--- src/design/h2r_pkg.sv ---
`timescale 1ns / 1ps
`default_nettype none

package h2r_pkg;

    localparam int HUE_W            = 15;
    localparam int HUE_SPAN         = 1 << (HUE_W - 1);
    localparam int CH_W             = 8;
    localparam int CH_MAX           = 255;
    localparam int P_W              = 2 * CH_W;
    localparam int HUE_FRAC_DEF     = 4;
    localparam int DEG_PER_SECTOR   = 60;
    localparam int SECTORS_PER_TURN = 6;

    // chroma divide by 255: reciprocal estimate then one correction
    localparam int M_CH             = (1 << P_W) / CH_MAX;
    localparam int M_CH_W           = $clog2(M_CH + 1);

    // sample divide by 255 * 60 after the fractional hue bits are shifted out
    localparam int DEN_BASE         = CH_MAX * DEG_PER_SECTOR;
    localparam int Y_W              = 22;
    localparam int M_DEN            = (1 << Y_W) / DEN_BASE;
    localparam int M_DEN_W          = $clog2(M_DEN + 1);

    typedef enum logic [2:0] {
        SEC_RY = 3'd0,
        SEC_YG = 3'd1,
        SEC_GC = 3'd2,
        SEC_CB = 3'd3,
        SEC_BM = 3'd4,
        SEC_MR = 3'd5
    } h2r_sector_t;

    typedef struct packed {
        logic        valid;
        h2r_sector_t sector;
    } h2r_ctl_t;

endpackage

`default_nettype wire

--- src/design/hsv_to_rgb_converter.sv ---
`timescale 1ns / 1ps
`default_nettype none

// result: a transfer accepted at one clock edge shows its result, with done high,
// for one cycle once it has passed through all the register stages
// throughput: one transfer per cycle, busy stays low; seven register stages in a row
// reset: rst_n low clears all valid bits, so done is low until new work arrives
module hsv_to_rgb_converter
    import h2r_pkg::*;
#(
    parameter int HUE_FRACTION_BITS = HUE_FRAC_DEF
)
(
    input  wire logic                    clk,
    input  wire logic                    rst_n,
    input  wire logic                    start,
    output logic                         busy,
    input  wire logic signed [HUE_W-1:0] hue,
    input  wire logic [CH_W-1:0]         saturation,
    input  wire logic [CH_W-1:0]         brightness,
    output logic                         done,
    output logic [CH_W-1:0]              red,
    output logic [CH_W-1:0]              green,
    output logic [CH_W-1:0]              blue
);

    localparam int R_W = $clog2(DEG_PER_SECTOR << HUE_FRACTION_BITS);

    h2r_ctl_t         hue_ctl;
    logic [R_W-1:0]   hue_r;
    logic [P_W-1:0]   hue_p;
    logic [CH_W-1:0]  hue_b;

    h2r_ctl_t         smp_ctl;
    logic [CH_W-1:0]  smp_peak;
    logic [CH_W-1:0]  smp_s0;
    logic [CH_W-1:0]  smp_s1;
    logic [CH_W-1:0]  smp_s2;

    logic             done_reg;
    logic [CH_W-1:0]  red_reg;
    logic [CH_W-1:0]  green_reg;
    logic [CH_W-1:0]  blue_reg;
    logic [CH_W-1:0]  red_next;
    logic [CH_W-1:0]  green_next;
    logic [CH_W-1:0]  blue_next;

    assign busy = 1'b0;

    h2r_hue_reduce #(
        .HUE_FRACTION_BITS (HUE_FRACTION_BITS)
    ) u_hue (
        .clk        (clk),
        .rst_n      (rst_n),
        .in_valid   (start),
        .hue        (hue),
        .saturation (saturation),
        .brightness (brightness),
        .ctl_out    (hue_ctl),
        .r_out      (hue_r),
        .p_out      (hue_p),
        .b_out      (hue_b)
    );

    h2r_sample #(
        .HUE_FRACTION_BITS (HUE_FRACTION_BITS)
    ) u_sample (
        .clk     (clk),
        .rst_n   (rst_n),
        .ctl_in  (hue_ctl),
        .r_in    (hue_r),
        .p_in    (hue_p),
        .b_in    (hue_b),
        .ctl_out (smp_ctl),
        .peak    (smp_peak),
        .s0      (smp_s0),
        .s1      (smp_s1),
        .s2      (smp_s2)
    );

    // route the three samples by hue sector
    always_comb
    begin
        case (smp_ctl.sector)
            SEC_RY:
            begin
                red_next   = smp_peak;
                green_next = smp_s2;
                blue_next  = smp_s0;
            end
            SEC_YG:
            begin
                red_next   = smp_s1;
                green_next = smp_peak;
                blue_next  = smp_s0;
            end
            SEC_GC:
            begin
                red_next   = smp_s0;
                green_next = smp_peak;
                blue_next  = smp_s2;
            end
            SEC_CB:
            begin
                red_next   = smp_s0;
                green_next = smp_s1;
                blue_next  = smp_peak;
            end
            SEC_BM:
            begin
                red_next   = smp_s2;
                green_next = smp_s0;
                blue_next  = smp_peak;
            end
            default:
            begin
                red_next   = smp_peak;
                green_next = smp_s0;
                blue_next  = smp_s1;
            end
        endcase
    end

    always_ff @(posedge clk or negedge rst_n)
    begin
        if (!rst_n)
        begin
            done_reg <= 1'b0;
        end
        else
        begin
            done_reg <= smp_ctl.valid;
        end
    end

    always_ff @(posedge clk)
    begin
        red_reg   <= red_next;
        green_reg <= green_next;
        blue_reg  <= blue_next;
    end

    assign done  = done_reg;
    assign red   = red_reg;
    assign green = green_reg;
    assign blue  = blue_reg;

endmodule

`default_nettype wire

--- src/design/h2r_hue_reduce.sv ---
`timescale 1ns / 1ps
`default_nettype none

module h2r_hue_reduce
    import h2r_pkg::*;
#(
    parameter int HUE_FRACTION_BITS = HUE_FRAC_DEF
)
(
    input  wire logic                 clk,
    input  wire logic                 rst_n,
    input  wire logic                 in_valid,
    input  wire logic signed [HUE_W-1:0] hue,
    input  wire logic [CH_W-1:0]      saturation,
    input  wire logic [CH_W-1:0]      brightness,
    output h2r_ctl_t                  ctl_out,
    output logic [$clog2(DEG_PER_SECTOR << HUE_FRACTION_BITS)-1:0] r_out,
    output logic [P_W-1:0]            p_out,
    output logic [CH_W-1:0]           b_out
);

    localparam int SECTOR_UNITS = DEG_PER_SECTOR << HUE_FRACTION_BITS;
    localparam int TURN_UNITS   = SECTOR_UNITS * SECTORS_PER_TURN;
    localparam int H_W          = $clog2(TURN_UNITS);
    localparam int R_W          = $clog2(SECTOR_UNITS);
    localparam int TURN_K       = (HUE_SPAN + TURN_UNITS - 1) / TURN_UNITS;
    localparam int U_W          = $clog2(HUE_SPAN + TURN_K * TURN_UNITS);
    localparam int HUE_OFS      = TURN_K * TURN_UNITS - HUE_SPAN;
    localparam int M_TURN       = (1 << U_W) / TURN_UNITS;
    localparam int MT_W         = $clog2(M_TURN + 1);

    // stage a
    logic              va_reg;
    logic [U_W-1:0]    u_reg;
    logic [MT_W-1:0]   qt_reg;
    logic [P_W-1:0]    pa_reg;
    logic [CH_W-1:0]   ba_reg;
    // stage b
    logic              vb_reg;
    logic [H_W-1:0]    hr_reg;
    logic [P_W-1:0]    pb_reg;
    logic [CH_W-1:0]   bb_reg;
    // stage c
    h2r_ctl_t          ctl_reg;
    logic [R_W-1:0]    r_reg;
    logic [P_W-1:0]    pc_reg;
    logic [CH_W-1:0]   bc_reg;

    logic [U_W-1:0]       u_next;
    logic [U_W+MT_W-1:0]  uprod;
    logic [P_W-1:0]       p_next;
    logic [U_W-1:0]       qt_turn;
    logic [U_W-1:0]       rem;
    logic [H_W-1:0]       hr_next;
    logic [2:0]           cnt;
    logic [R_W-1:0]       r_next;

    // offset binary hue plus whole turns keeps the value non-negative
    always_comb
    begin
        u_next = U_W'({~hue[HUE_W-1], hue[HUE_W-2:0]}) + U_W'(HUE_OFS);
        uprod  = (U_W+MT_W)'(u_next) * (U_W+MT_W)'(M_TURN);
        p_next = P_W'(saturation) * P_W'(brightness);
    end

    always_comb
    begin
        qt_turn = U_W'(int'(qt_reg) * TURN_UNITS);
        rem     = u_reg - qt_turn;
        if (rem >= U_W'(TURN_UNITS))
        begin
            hr_next = H_W'(rem - U_W'(TURN_UNITS));
        end
        else
        begin
            hr_next = H_W'(rem);
        end
    end

    always_comb
    begin
        cnt = 3'd0;
        for (int k = 1; k < SECTORS_PER_TURN; k++)
        begin
            if (hr_reg >= H_W'(k * SECTOR_UNITS))
            begin
                cnt = cnt + 3'd1;
            end
        end
        r_next = R_W'(hr_reg - H_W'(int'(cnt) * SECTOR_UNITS));
    end

    always_ff @(posedge clk or negedge rst_n)
    begin
        if (!rst_n)
        begin
            va_reg         <= 1'b0;
            vb_reg         <= 1'b0;
            ctl_reg.valid  <= 1'b0;
            ctl_reg.sector <= SEC_RY;
        end
        else
        begin
            va_reg         <= in_valid;
            vb_reg         <= va_reg;
            ctl_reg.valid  <= vb_reg;
            ctl_reg.sector <= h2r_sector_t'(cnt);
        end
    end

    always_ff @(posedge clk)
    begin
        u_reg          <= u_next;
        qt_reg         <= uprod[U_W +: MT_W];
        pa_reg         <= p_next;
        ba_reg         <= brightness;
        hr_reg         <= hr_next;
        pb_reg         <= pa_reg;
        bb_reg         <= ba_reg;
        r_reg          <= r_next;
        pc_reg         <= pb_reg;
        bc_reg         <= bb_reg;
    end

    assign ctl_out = ctl_reg;
    assign r_out   = r_reg;
    assign p_out   = pc_reg;
    assign b_out   = bc_reg;

    a_hr_in_turn: assert property (@(posedge clk) disable iff (!rst_n)
        vb_reg |-> (hr_reg < H_W'(TURN_UNITS)))
        else $error("reduced hue outside one turn");

    a_r_in_sector: assert property (@(posedge clk) disable iff (!rst_n)
        ctl_reg.valid |-> (r_reg < R_W'(SECTOR_UNITS)))
        else $error("sector remainder too large");

endmodule

`default_nettype wire

--- src/design/h2r_sample.sv ---
`timescale 1ns / 1ps
`default_nettype none

module h2r_sample
    import h2r_pkg::*;
#(
    parameter int HUE_FRACTION_BITS = HUE_FRAC_DEF
)
(
    input  wire logic        clk,
    input  wire logic        rst_n,
    input  wire h2r_ctl_t    ctl_in,
    input  wire logic [$clog2(DEG_PER_SECTOR << HUE_FRACTION_BITS)-1:0] r_in,
    input  wire logic [P_W-1:0]  p_in,
    input  wire logic [CH_W-1:0] b_in,
    output h2r_ctl_t         ctl_out,
    output logic [CH_W-1:0]  peak,
    output logic [CH_W-1:0]  s0,
    output logic [CH_W-1:0]  s1,
    output logic [CH_W-1:0]  s2
);

    localparam int SECTOR_UNITS = DEG_PER_SECTOR << HUE_FRACTION_BITS;
    localparam int DEN_FULL     = DEN_BASE << HUE_FRACTION_BITS;
    localparam int X_W          = Y_W + HUE_FRACTION_BITS;
    localparam int YP_W         = Y_W + M_DEN_W;
    localparam int VP_W         = P_W + M_CH_W;

    // stage d
    h2r_ctl_t           ctl_d_reg;
    logic [Y_W-1:0]     y1_d_reg;
    logic [Y_W-1:0]     y2_d_reg;
    logic [P_W-1:0]     v0_reg;
    logic [M_CH_W-1:0]  q0_reg;
    logic [CH_W-1:0]    b_d_reg;
    // stage e
    h2r_ctl_t           ctl_e_reg;
    logic [Y_W-1:0]     y1_e_reg;
    logic [Y_W-1:0]     y2_e_reg;
    logic [M_DEN_W-1:0] q1_reg;
    logic [M_DEN_W-1:0] q2_reg;
    logic [CH_W-1:0]    s0_e_reg;
    logic [CH_W-1:0]    b_e_reg;
    // stage f
    h2r_ctl_t           ctl_f_reg;
    logic [CH_W-1:0]    s0_f_reg;
    logic [CH_W-1:0]    s1_reg;
    logic [CH_W-1:0]    s2_reg;
    logic [CH_W-1:0]    b_f_reg;

    logic [X_W-1:0]     x1;
    logic [X_W-1:0]     x2;
    logic [P_W-1:0]     v0;
    logic [VP_W-1:0]    v0prod;
    logic [YP_W-1:0]    y1prod;
    logic [YP_W-1:0]    y2prod;
    logic [P_W-1:0]     rem0;
    logic [M_CH_W-1:0]  c0;
    logic [CH_W-1:0]    s0_next;
    logic [Y_W-1:0]     rem1;
    logic [Y_W-1:0]     rem2;
    logic [M_DEN_W-1:0] c1;
    logic [M_DEN_W-1:0] c2;

    // ceiling of p*r / (255*T), bias added before the exact shift
    always_comb
    begin
        x1     = X_W'(p_in) * X_W'(r_in) + X_W'(DEN_FULL - 1);
        x2     = X_W'(p_in) * (X_W'(SECTOR_UNITS) - X_W'(r_in)) + X_W'(DEN_FULL - 1);
        v0     = p_in + P_W'(CH_MAX - 1);
        v0prod = VP_W'(v0) * VP_W'(M_CH);
    end

    always_comb
    begin
        y1prod = YP_W'(y1_d_reg) * YP_W'(M_DEN);
        y2prod = YP_W'(y2_d_reg) * YP_W'(M_DEN);
        rem0   = v0_reg - P_W'(int'(q0_reg) * CH_MAX);
        c0     = q0_reg + ((rem0 >= P_W'(CH_MAX)) ? M_CH_W'(1) : M_CH_W'(0));
        s0_next = b_d_reg - CH_W'(c0);
    end

    always_comb
    begin
        rem1 = y1_e_reg - Y_W'(int'(q1_reg) * DEN_BASE);
        rem2 = y2_e_reg - Y_W'(int'(q2_reg) * DEN_BASE);
        c1   = q1_reg + ((rem1 >= Y_W'(DEN_BASE)) ? M_DEN_W'(1) : M_DEN_W'(0));
        c2   = q2_reg + ((rem2 >= Y_W'(DEN_BASE)) ? M_DEN_W'(1) : M_DEN_W'(0));
    end

    always_ff @(posedge clk or negedge rst_n)
    begin
        if (!rst_n)
        begin
            ctl_d_reg.valid  <= 1'b0;
            ctl_e_reg.valid  <= 1'b0;
            ctl_f_reg.valid  <= 1'b0;
            ctl_d_reg.sector <= SEC_RY;
            ctl_e_reg.sector <= SEC_RY;
            ctl_f_reg.sector <= SEC_RY;
        end
        else
        begin
            ctl_d_reg.valid  <= ctl_in.valid;
            ctl_e_reg.valid  <= ctl_d_reg.valid;
            ctl_f_reg.valid  <= ctl_e_reg.valid;
            ctl_d_reg.sector <= ctl_in.sector;
            ctl_e_reg.sector <= ctl_d_reg.sector;
            ctl_f_reg.sector <= ctl_e_reg.sector;
        end
    end

    always_ff @(posedge clk)
    begin
        y1_d_reg         <= Y_W'(x1 >> HUE_FRACTION_BITS);
        y2_d_reg         <= Y_W'(x2 >> HUE_FRACTION_BITS);
        v0_reg           <= v0;
        q0_reg           <= v0prod[P_W +: M_CH_W];
        b_d_reg          <= b_in;

        y1_e_reg         <= y1_d_reg;
        y2_e_reg         <= y2_d_reg;
        q1_reg           <= y1prod[Y_W +: M_DEN_W];
        q2_reg           <= y2prod[Y_W +: M_DEN_W];
        s0_e_reg         <= s0_next;
        b_e_reg          <= b_d_reg;

        s0_f_reg         <= s0_e_reg;
        s1_reg           <= b_e_reg - CH_W'(c1);
        s2_reg           <= b_e_reg - CH_W'(c2);
        b_f_reg          <= b_e_reg;
    end

    assign ctl_out = ctl_f_reg;
    assign peak    = b_f_reg;
    assign s0      = s0_f_reg;
    assign s1      = s1_reg;
    assign s2      = s2_reg;

    a_s1_le_peak: assert property (@(posedge clk) disable iff (!rst_n)
        ctl_f_reg.valid |-> (s1_reg <= b_f_reg && s2_reg <= b_f_reg))
        else $error("sample exceeds brightness");

    a_s0_le_s1: assert property (@(posedge clk) disable iff (!rst_n)
        ctl_f_reg.valid |-> (s0_f_reg <= s1_reg))
        else $error("floor sample above falling sample");

    a_s0_le_s2: assert property (@(posedge clk) disable iff (!rst_n)
        ctl_f_reg.valid |-> (s0_f_reg <= s2_reg))
        else $error("floor sample above rising sample");

endmodule

`default_nettype wire
--- config.mk ---
export PLATFORM = sky130hd
export DESIGN_NAME = hsv_to_rgb_converter
export DESIGN_NICKNAME = d
export VERILOG_FILES = /design/src/design/h2r_pkg.sv /design/src/design/hsv_to_rgb_converter.sv /design/src/design/h2r_hue_reduce.sv /design/src/design/h2r_sample.sv
export SDC_FILE = /design/constraint.sdc
export NUM_CORES = 2
export LEC_CHECK = 0
export BUFFER_PORTS_ARGS = -buffer_cell sky130_fd_sc_hd__buf_2
export CORE_MARGIN = 1
export CORE_UTILIZATION = 34
export CTS_BUF_LIST = sky130_fd_sc_hd__clkbuf_4 sky130_fd_sc_hd__clkbuf_8
export CTS_CLUSTER_SIZE = 28
export DETAILED_ROUTE_END_ITERATION = 10
export SLEW_MARGIN = 0
export SYNTH_ARGS = -nofsm -noshare
export SYNTH_HDL_FRONTEND = slang
export SYNTH_SLANG_ARGS = --single-unit
--- constraint.sdc ---
create_clock -name clk -period 10.59 [get_ports clk]
set_input_delay 1.5885 -clock clk [delete_from_list [all_inputs] [get_ports clk]]
set_output_delay 1.5885 -clock clk [all_outputs]
set_load 0.03 [all_outputs]
==> results by group <==
Floorplanning
  – Core area: around 0.11 mm²
  – Initial Utilization: about a third
  – Die H: 334.4 µm
  – Num ports: 60
  – Die span in x: around 330 µm
  – Die area: 0.1118 mm²
  – Rows: ~120

Run
  – Max Cap Viol: 0

Hold path
  – Endpoint, Worst Hold: u_hue.b_out[6]
  – Hold depth: 0
  – Hold path startpoint: u_hue.bb_reg[6]
  – Hold Path Class: reg -> reg

Final layout
  – Fin area: between 0.04 and 0.05 mm²
  – Fraction of layout cells with a size suffix above 1: roughly 6%
  – Filler Cell Count: 10990
  – Inserted Diodes: 0
  – Layout area overhead: 8.687%
  – Final net count: 5109

Timing
  – Slew Limit Fails: 0
  – Max transition margin: roughly a quarter
  – Final period util: around 81%
  – TNS Setup: 0 ps
  – Final setup viols: 0
  – Worst Skew: roughly 62 ps
  – Worst Max-Slew Pin Slew: about 1100 ps
  – Total count of hold-check failures in the final report: 0
  – Max Freq: ~120 MHz
  – Fin crit period: 8630 ps
  – RSZ-0062 raised after global routing: no

Setup path
  – CP Capture Type: register
  – Crit path DAT: a little over 9000 ps
  – Slowest Stage Delay on Critical Path: 620 ps
  – Max Fanout on Critical Path: 5
  – Setup CP Type: reg -> reg
  – Worst setup SP type: register
  – Reg-to-reg slack, setup: about 2000 ps
  – R2r worst-path depth: 35
  – CP Launch Point: u_sample.q2_reg[4]
  – RR Startpoint: u_sample.q2_reg[4]
  – Worst R2R End: u_sample.s2[6]
  – Critical Path Slowest Stage Cell: or4_1
  – Critical Path RT: about 11000 ps

Clock network
  – Clk sinks: 341
  – Worst-path clk slew: approximately 70 ps
  – CTS root buf: clkbuf_8
  – Cts repair resizes: 0
  – Htree depth: 2
  – CTS tree: done
  – Clock Path Buffers: 3
  – Cts hold-fix bufs: 0
  – CTS Buf Count: roughly 60
  – Clk_lat worst skew: roughly 720 ps
  – Post-CTS Setup Repair Bufs: 0

Place
  – Post-DP HPWL: 63930 µm
  – RePlAce Congestion: about 0.85
  – Port-buffer cells: a little under 60
  – Area after DPL: between 0.03 and 0.04 mm²

GRT
  – First-pass GRT wire length: 132600 µm
  – GRT Total Usage: 14.58%
  – Vias in the first global route: 26530
  – GR Overflow Total: 0
  – Largest net degree at the start of global routing: 57
  – Initial antenna violation count: 4

Logic synthesis
  – Yosys top cell area share: between 20% and 30%
  – Cells after Synth: approximately 4000
  – Most used DFF post-synth: dfxtp_1
  – Cell area after synthesis: 0.03756 mm²
  – Synth warn: 0
  – Top cells by count, synth: 850 x inv_1, 599 x ha_1, 513 x fa_1, 322 x dfxtp_1, 304 x nand2_1
  – Async S/R FF share, synth: under 10%
  – Area contributors post-synth: fa_1 27%, ha_1 20%, dfxtp_1 17%
  – Synth Register Bits: ~340
  – Net count after synthesis: just over 5000
  – Synthesized area per cell: around 9.6 µm²
  – Yosys top cell by area: fa_1
  – Seq/Total Area, Yosys: 18.43%
  – EDFF count, synth: 0
  – Most frequent cell after synthesis: inv_1
  – Synth cell types: 85

Run status
  – Status: complete, no violations

Detailed routing
  – Antenna Nets Post-Route: 0
  – DR pass1 iterations: 5
  – Routed len/inst: around 14 µm
  – DRC errors left: 0
  – DRT Wirelength: 78320 µm
  – Vias: about 25000
  – Vias per std cell: ~4.6
  – DRC marker count from the first detailed-route iteration: approximately 1200
==> per-layer routing <==
| metal | part of all wire, % | wire length [µm] | vias up | global-route usage, % |
|---|---|---|---|---|
| met5 | 0.034 | 27 | - | 0 |
| met4 | 2.1 | 1664 | 4 | 3.689 |
| met3 | 3.6 | 2785 | 105 | 1.960 |
| met2 | 48 | 37450 | 371 | 25.04 |
| met1 | 46 | 36400 | 12430 | 19.22 |
| li1 | - | - | 12480 | - |
==> cell families after synthesis <==
kind of cell               Yosys count  share of synthesized area (%)
adders and majority gates         1112                          47.29
buffers and inverters              939                          9.453
and+or+nand+nor                    791                          10.39
AOI/OAI and AO/OA                  459                          7.968
DFF                                341                          18.43
xor gates and xnor gates           221                          5.190
muxes                               45                          1.269
other                                1                       0.009983
==> worst max-delay path by stage <==
stage                     end  slack, ps  depth (start not counted)
2_1_floorplan  u_sample.s2[6]       2550                         31
3_3_place_gp   u_sample.s2[6]       2080                         30
3_5_place_dp   u_sample.s2[6]       1970                         30
4_1_cts        u_sample.s2[6]       1920                         35
5_1_grt        u_sample.s2[6]       1460                         35
6_report       u_sample.s2[6]       1960                         35
==> placed cells by master, fill, tap and decap left out, types with 10 or more instances in the layout <==
master,count
o21a_1,33
nor2_1,110
a31oi_1,15
buf_2,58
o2111ai_1,12
a21o_1,56
nand2_1,304
clkinv_2,15
or3_1,13
o21bai_1,10
mux2_2,21
nand4_1,16
a21oi_1,131
xnor2_1,130
fa_1,513
nand3_1,24
and3_1,13
a211oi_1,13
o22ai_1,10
buf_4,23
and2_1,170
mux2i_1,24
o21ai_0,82
dfxtp_1,322
nor2b_1,27
nor3_1,44
dfrtp_1,18
xor2_1,85
inv_1,850
clkbuf_8,70
nand2b_1,20
ha_1,599
==> area by class of cell <==
type	count	area [µm²]	area share, %
clock inverter	31	255.2	0.6252
timing repair buffer	81	462.9	1.134
inverter	851	3194	7.824
sequential	341	6923	16.96
multi-input combinational	2629	27130	66.45
tap	1476	1847	4.523
clock buffer	77	1016	2.488
==> metrics by stage <==
stage / cells / hold WS (ps) / utilization [%] / worst slack, ps
after floorplan: 3909 / 309.6 / - / 2552
after global placement: 5378 / 310.8 / 36.24 / 2078
after detailed placement: 5378 / 312.1 / 36.24 / 1965
after CTS: 5486 / 305.8 / 37.40 / 1922
after global routing: 5486 / 328.0 / 37.40 / 1463
final: 5486 / 305.0 / 37.40 / 1960
==> worst max-delay path, delay by kind of cell, from the launching register on <==
family                   cells  cell delay, ps
XOR/XNOR                     3             530
flip-flops                   1             470
adder cells (fa/ha/maj)      9            3550
AO/OA/AOI/OAI               11            1960
buffers and inverters        5             290
AND/OR/NAND/NOR              7            1770
Power is not shown: default switching activity piles up to over one toggle a cycle in this logic, so the estimate is an artifact.
